<file path="src/sv/stpt_pkg.sv">
package stpt_pkg;

    localparam int FRAC_BITS  = 16;
    localparam int SEGS       = 8;
    localparam int ATAN_MAX   = 24;
    localparam int LO_THRUST  = (1000 * 65536 + 5000) / 10000;
    localparam int X_GRAV     = (981 * 65536 + 50) / 100;
    localparam int INTERP_IT  = 14;
    localparam int DERIV_IT   = 33;

    localparam int C_SPD [9] = '{0, 1000, 1500, 2000, 3500, 4500, 6000, 7000, 8000};
    localparam int C_PIT [9] = '{0, 1396, 1993, 1993, 1993, 2978, 2978, 3373, 3948};
    localparam int C_THR [9] = '{1000, 1000, 1000, 1500, 2000, 2000, 2500, 2500, 2500};

    // atan(2^-i), Q30
    localparam int C_ATAN [24] = '{
        843314856, 497837829, 263043836, 133525158, 67021686, 33543515,
        16775850, 8388437, 4194282, 2097149, 1048575, 524287,
        262143, 131071, 65535, 32767, 16383, 8191,
        4095, 2047, 1023, 511, 255, 127
    };

    typedef enum logic [5:0] {
        ST_IDLE   = 6'b000001,
        ST_CALC   = 6'b000010,
        ST_DIV    = 6'b000100,
        ST_CORDIC = 6'b001000,
        ST_FIN    = 6'b010000,
        ST_OUT    = 6'b100000
    } t_state;

    typedef struct packed {
        logic       start;
        logic [5:0] iters;
    } t_div_req;

    function automatic logic [31:0] ff_q(input int v);
        return 32'((v * 65536 + 5000) / 10000);
    endfunction

    function automatic logic [15:0] atan_t(input logic [4:0] i);
        return 16'((C_ATAN[i] + 8192) >>> 14);
    endfunction

    function automatic logic signed [63:0] round_shr(input logic signed [63:0] v);
        logic signed [63:0] half;
        half = 64'sd1 <<< (FRAC_BITS - 1);
        if (v >= 0)
            return (v + half) >>> FRAC_BITS;
        return -((-v + half) >>> FRAC_BITS);
    endfunction

    function automatic logic signed [31:0] sat32(input logic signed [63:0] v);
        if (v > 64'sd2147483647)
            return 32'sh7FFFFFFF;
        if (v < -64'sd2147483648)
            return 32'sh80000000;
        return 32'(v);
    endfunction

endpackage

</file>
<file path="src/sv/stpt_div.sv">
module stpt_div
    import stpt_pkg::*;
(
    input  logic        i_clk,
    input  logic        i_rst_n,
    input  t_div_req    i_req,
    input  logic [49:0] i_num,
    input  logic [16:0] i_den,
    output logic        o_done,
    output logic [32:0] o_quo
);

    logic        r_busy, r_done;
    logic [5:0]  r_cnt;
    logic [49:0] r_rem, r_dsh;
    logic [32:0] r_q;
    logic        fits;

    assign fits = (r_rem >= r_dsh);

    always_ff @(posedge i_clk) begin
        if (!i_rst_n) begin
            r_busy <= 1'b0;
            r_done <= 1'b0;
            r_cnt  <= '0;
        end else begin
            r_done <= 1'b0;
            if (i_req.start) begin
                r_busy <= 1'b1;
                r_cnt  <= i_req.iters;
            end else if (r_busy) begin
                r_cnt <= r_cnt - 6'd1;
                if (r_cnt == 6'd1) begin
                    r_busy <= 1'b0;
                    r_done <= 1'b1;
                end
            end
        end
    end

    always_ff @(posedge i_clk) begin
        if (i_req.start) begin
            r_rem <= i_num;
            r_dsh <= 50'(i_den) << (i_req.iters - 6'd1);
            r_q   <= '0;
        end else if (r_busy) begin
            if (fits)
                r_rem <= r_rem - r_dsh;
            r_q   <= {r_q[31:0], fits};
            r_dsh <= r_dsh >> 1;
        end
    end

    assign o_done = r_done;
    assign o_quo  = r_q;

endmodule

</file>
<file path="config.mk">
export PLATFORM = sky130hd
export DESIGN_NAME = stpt_div
export DESIGN_NICKNAME = d
export VERILOG_FILES = /design/src/sv/stpt_pkg.sv /design/src/sv/stpt_div.sv
export SDC_FILE = /design/constraint.sdc
export NUM_CORES = 1
export LEC_CHECK = 0
export BUFFER_PORTS_ARGS = -buffer_cell sky130_fd_sc_hd__buf_2
export CORE_AREA = 2 2 186 188
export DETAILED_ROUTE_END_ITERATION = 8
export DIE_AREA = 0 0 188 190
export PLACE_DENSITY = 0.55
export SLEW_MARGIN = 20
export SYNTH_ARGS = -nofsm -noshare
export SYNTH_HDL_FRONTEND = slang
export SYNTH_SLANG_ARGS = --single-unit
</file>
<file path="constraint.sdc">
create_clock -name i_clk -period 7.3 [get_ports i_clk]
set_clock_uncertainty 0.05 [all_clocks]
set_input_delay 0.73 -clock i_clk [delete_from_list [all_inputs] [get_ports i_clk]]
set_output_delay 0.73 -clock i_clk [all_outputs]
set_load 0.02 [all_outputs]
</file>
Word-level counts from Yosys, hierarchy flattened
Cells that the tools add are included.
W data, S select, Z words.
Cells by class
  shift-type cells: 1
  multipliers: 0
  div/mod/pow operators: 0
  $add $sub $neg: 3
  bitwise logic cells: 2
  mux-type cells: 11
  magnitude comparators: 1
  reduce and logical (&&, ||, !) cells: 4
  eq/ne operators: 1
Operators with widths (number)
  $mux W50: 5
  $ge A50 B50 Y1: 1
  $shl A17 B6 Y50: 1
  $sub A50 B50 Y50: 1
  $mux W6: 2
  $sub A6 B1 Y6 const B: 2
  $eq A6 B1 Y1 const B: 1
  $mux W1: 4
  $reduce_bool A2 Y1: 2
  $reduce_or A3 Y1: 1
  $not A1 Y1: 2
  $reduce_and A2 Y1: 1
Word-level totals
  output and inout bits: 34
  memories kept: 0
  bits in writable memories: 0
  memory bits (read-only): 0
  input bits: 76
  latch bits: 0
  flip-flop bits (word level): 141
  word-level logic and storage cells: 29

Longest topological paths before layout
  depth in word-level cells: 4
  gate-level depth with buffers: 14
  depth with buffers taken out: 12

Worst setup path after synthesis
No wires, ideal clock.
  path kind: register to register
  start: register r_rem[27]
  end: register r_rem[0], enable pin
  data required time: 6.652 ns
  data arrival time: 3.061 ns
  buffers on the path: 1
  setup slack: 3.591 ns
  clock period less this slack: 3.709 ns
  setup time: 0.598 ns
  cell stages (with the launch flop): 12
  cells stage by stage: edfxtp_1 -> ha_1 -> buf_2 -> a21o_1 -> a21o_1 -> a21oi_1 -> o21ai_1 -> a221oi_2 -> nand2_1 -> a221o_1 -> o211ai_1 -> nand2_1
On the way
  cells in the longest elaborated chain, start to end: 3
RTL lines
  from (decl): RTL line stpt_div.sv:15  | logic [49:0] r_rem, r_dsh;
  from (signal assigned): RTL line stpt_div.sv:43  | r_rem <= i_num;
  from (signal assigned): RTL line stpt_div.sv:48  | r_rem <= r_rem - r_dsh;
  $ge A50 B50 Y1: RTL line stpt_div.sv:19  | assign fits = (r_rem >= r_dsh);
  $reduce_bool A2 Y1 (no source line)
  $reduce_and A2 Y1 (no source line)
Every way passes these cells.
A chain may end at the register's enable or synchronous reset.

Worst setup path in the final report
  start: input port i_req[0] in the netlist's numbering
  end: register r_dsh[47], data pin
On the way
  cells in the longest elaborated chain, start to end: 3
RTL lines
  from (decl): RTL line stpt_div.sv:6  | input t_div_req i_req,
  $sub A6 B1 Y6: RTL line stpt_div.sv:44  | r_dsh <= 50'(i_den) << (i_req.iters - 6'd1);
  $shl A17 B6 Y50: RTL line stpt_div.sv:44
  $mux W50: RTL line stpt_div.sv:42  | if (i_req.start) begin
  to (signal assigned): RTL line stpt_div.sv:44
  to (signal assigned): RTL line stpt_div.sv:50  | r_dsh <= r_dsh >> 1;
  to (decl): RTL line stpt_div.sv:15
Every way passes these cells.

==> results.txt <==
* Clock root cell: sky130_fd_sc_hd__clkbuf_16
- Weighted congestion reported at the end of routability-driven placement: 0.8750
* Area delta synth->final: 15.04%
* Sequential-to-total area share from yosys stat: 0.3837
* Data required time of the critical path: 7.40 ns
* Die height: about 190 um
- For this run, the total global-route usage over all layers was measured as 0.1652.
- In this run the remaining antenna-violating nets after routing total 0.
- Setup violations remaining at the end of the flow were counted as 0.
- The number of hold violations in the final report came to 0.
- The repair_antennas step left the layout with diodes totalling 0.
- Clock edge transition at the registers on the reported setup and hold paths: roughly 0.060 ns
- A synthesized cell averages 8.857 um2.
- Main area contributors after synthesis: sky130_fd_sc_hd__edfxtp_1 30%, sky130_fd_sc_hd__dfxtp_1 8.2%, sky130_fd_sc_hd__ha_1 6.7%
- Dominant register cell in the synthesized netlist: sky130_fd_sc_hd__edfxtp_1
- Leading cell types by count after synthesis: 133 x sky130_fd_sc_hd__nand2_1, 100 x sky130_fd_sc_hd__edfxtp_1, 100 x sky130_fd_sc_hd__nor2_1
* Maximum number of pins on one net before global-route repair: ~130
- The analysis attributes to cell leakage a power of 4.701 nW.
- The tool flagged a number of max-cap violations equal to 0.
- The synthesized design contains between 100 and 150 register bits.
- In the final layout, the share of cells above drive strength 1 is 0.1547.
- The first routing iteration left 581 violations.
- Measured against its own limit, the worst slew margin works out to 0.3008.
- Wirelength per Cell: roughly 17 um
- Measured on the finished design, the core utilization comes to 0.3377.
- Starting density of the core: 0.2935
* Count of standard-cell rows: 68
- Num ports: 110
- For this run, the top clock speed supported by timing is 0.2549 GHz.
- In the finished design, the share of the clock period the worst path needs comes to 0.5373.
- The initial antenna violation count was 2.
- Period minus WS final: 3.922 ns
- The synthesized design spends more area on one cell type than any other, namely sky130_fd_sc_hd__edfxtp_1.
- For the pin with the worst max-slew slack, the measured transition is 1.048 ns.
- In this run, CTS created clock tree buffers numbering 17.
- Total clock sinks: 141
- Maximum clock insertion buffer count: 2
- Final total power: roughly 4 mW
- After detailed routing, the number of vias per cell comes to 5.111.
- Cell area reported after detailed placement: 10,870 um2
- Synthesis produced a netlist with a net count of around 1,300.
* Clock tree from TritonCTS: done
- The die is 188 um wide.
* Total iterations of the first detailed-routing run: 5
* Unrepaired setup endpoints after global routing: false
* Post-Place Setup Slack: 2.927 ns
* Input/output buffers: 109
- Total of cells resized after clock tree synthesis: 0
* Die outline area: about 36,000 um2
- Netlist area before placement: around 10000 um2
* DRT Wirelength: ~30 mm
- Number of global-route vias before repair: 8,457
- Min setup slack post-route: around 3.4 ns
- Std-Cell Core Area: 33,950 um2
- After synthesis, the netlist uses 68 different library cells.
- For this run the aggregate overflow at the end of global routing stands at 0.
- Kind of capture point of the worst setup path: flip-flop
- For the final routed database, the setup TNS stands at 0 ns.
- In this run the worst path has a maximum fanout of 26.
- The worst setup path is launched from a primary input.
* Cell count after synthesis: 1,125
* Worst hold-check path type: reg2reg
* Share of synthesized flip-flops with an asynchronous set or reset: 0
* H-tree lvl count: 4
* Vias after detailed routing: 8,536
- Clock latency of the later-clocked register in the worst-skew pair: between 0.4 and 0.5 ns
* Count of flip-flops with a built-in enable after synthesis: 100
- Most repeated cell in the gate-level netlist after synthesis: sky130_fd_sc_hd__nand2_1
- The share of synthesized area in the top cell type comes to 0.3014.
- For this run, design rule violations remaining after detail routing come to 0.
* Half-perimeter wire length after detailed placement: 22.32 mm
* Maximum VDD drop: 0.1827 mV
- Final-report max-slew violation count: 0
- The first global-routing pass estimated 46.39 mm of wire.
- Post-CTS timing repair inserted 0 buffers for setup.
* Data arrival at the endpoint of the critical path: 4.02 ns
- The finished cells cover 11,460 um2.
- During synthesis, Yosys emitted a total of 0 warnings.
- Hold repair after CTS inserted 0 buffers.
- Dividing total power by cell area gives a power density of 349.3 nW/um2.
- Number of nets at the end of the flow: between 1,000 and 1,500
* Class of the most critical setup path: in2reg
- The flow ran to the end, and the final reports show no timing, DRC or antenna violations.
layout by cell type, fill, tap and decap left out, types with 8 or more instances in the layout:
master / Yosys / layout
sky130_fd_sc_hd__edfxtp_1: 100 / 100
sky130_fd_sc_hd__nor2_1: 100 / 100
sky130_fd_sc_hd__nand2_1: 133 / 132
sky130_fd_sc_hd__nor2b_1: 9 / 9
sky130_fd_sc_hd__mux2i_1: 43 / 43
sky130_fd_sc_hd__xnor2_1: 30 / 28
sky130_fd_sc_hd__xor2_1: 29 / 28
sky130_fd_sc_hd__nor3_1: 13 / 13
sky130_fd_sc_hd__nand3_1: 17 / 17
sky130_fd_sc_hd__a31oi_1: 9 / 9
sky130_fd_sc_hd__dfxtp_1: 41 / 40
sky130_fd_sc_hd__and3_1: 8 / 8
sky130_fd_sc_hd__inv_1: 84 / 84
sky130_fd_sc_hd__buf_2: 16 / 108
sky130_fd_sc_hd__and2_1: 8 / 8
sky130_fd_sc_hd__clkbuf_16: 0 / 19
sky130_fd_sc_hd__o21bai_1: 8 / 8
sky130_fd_sc_hd__o21ai_1: 13 / 13
sky130_fd_sc_hd__a21o_1: 22 / 22
sky130_fd_sc_hd__nand2b_1: 9 / 9
sky130_fd_sc_hd__ha_1: 53 / 53
sky130_fd_sc_hd__o22ai_1: 33 / 33
sky130_fd_sc_hd__o21ai_0: 89 / 89
sky130_fd_sc_hd__nand4_1: 17 / 17
sky130_fd_sc_hd__a211oi_1: 9 / 9
sky130_fd_sc_hd__a22oi_1: 20 / 20
sky130_fd_sc_hd__mux4_2: 11 / 11
sky130_fd_sc_hd__a21oi_1: 88 / 88
logic make-up (layout without fill, tap and decap cells):
logic type,Yosys count,after routing,share of synthesized area
muxes,61,61,0.07597
xor gates and xnor gates,59,59,0.05186
DFF,141,141,0.3837
AOI/OAI and AO/OA,335,335,0.2071
and+or+nand+nor,334,334,0.1534
buffers and inverters,141,231,0.05939
adders and majority gates,54,54,0.06856
stage by stage:
| step | instances | hold slack, ns |
|---|---|---|
| after floorplan | 1125 | 0.4723 |
| after global placement | 1638 | 0.4230 |
| after detailed placement | 1638 | 0.4335 |
| after CTS | 1670 | 0.4514 |
| after global routing | 1670 | 0.5066 |
| final | 1670 | 0.4447 |
power by group:
group | internal (mW) | switching (mW) | leakage (nW) | total [mW]
combinational | 0.771 | 1.21 | 3.05 | 1.98
clock | 0.499 | 0.369 | 0.288 | 0.868
sequential | 1.09 | 0.0715 | 1.36 | 1.16
registers in the layout, summed over array words and instances, names as in the netlist:
register  count
o_done        1
r_cnt         6
r_rem        50
r_busy        1
o_quo        33
r_dsh        50
area by class of cell:
class                           count  area (um2)
Clock inverter                      9       71.32
Inverter                           84       315.3
Tap cell                          455       569.3
Clock buffer                       23       511.7
Timing Repair Buffer              115       596.8
Sequential cell                   141        3825
Fill cell                        3582       22480
Multi-Input combinational cell    843        5574
critical path: stages:
cell and delay, ns:
sky130_fd_sc_hd__buf_2 0.45, sky130_fd_sc_hd__inv_1 0.16, sky130_fd_sc_hd__ha_1 0.86, sky130_fd_sc_hd__mux2_2 0.42
sky130_fd_sc_hd__o21ai_0 0.34, sky130_fd_sc_hd__o21ai_0 0.28, sky130_fd_sc_hd__o21ai_0 0.45, sky130_fd_sc_hd__nor2_1 0.10
sky130_fd_sc_hd__a21oi_1 0.13, sky130_fd_sc_hd__a21oi_1 0.08
metal layers:
metal / routed length [um] / up-vias / global-route usage
li1: - / 4248 / -
met1: 13630 / 4004 / 0.2235
met2: 13160 / 234 / 0.2604
met3: 1694 / 46 / 0.03911
met4: 649 / 4 / 0.05239
met5: 24 / - / 0
worst paths after layout:
kind | startpoint | endpoint | slack, ns | depth (start not counted)
worst max-delay path | i_req[0] | r_dsh[47] | 3.38 | 10
worst min-delay path | o_quo[32] | o_quo[32] | 0.44 | 2
worst max register to register | r_rem[0] | r_rem[8] | 3.40 | 13
worst min register to register | o_quo[32] | o_quo[32] | 0.44 | 2
Note: power is estimated with default switching activity, not from simulation.
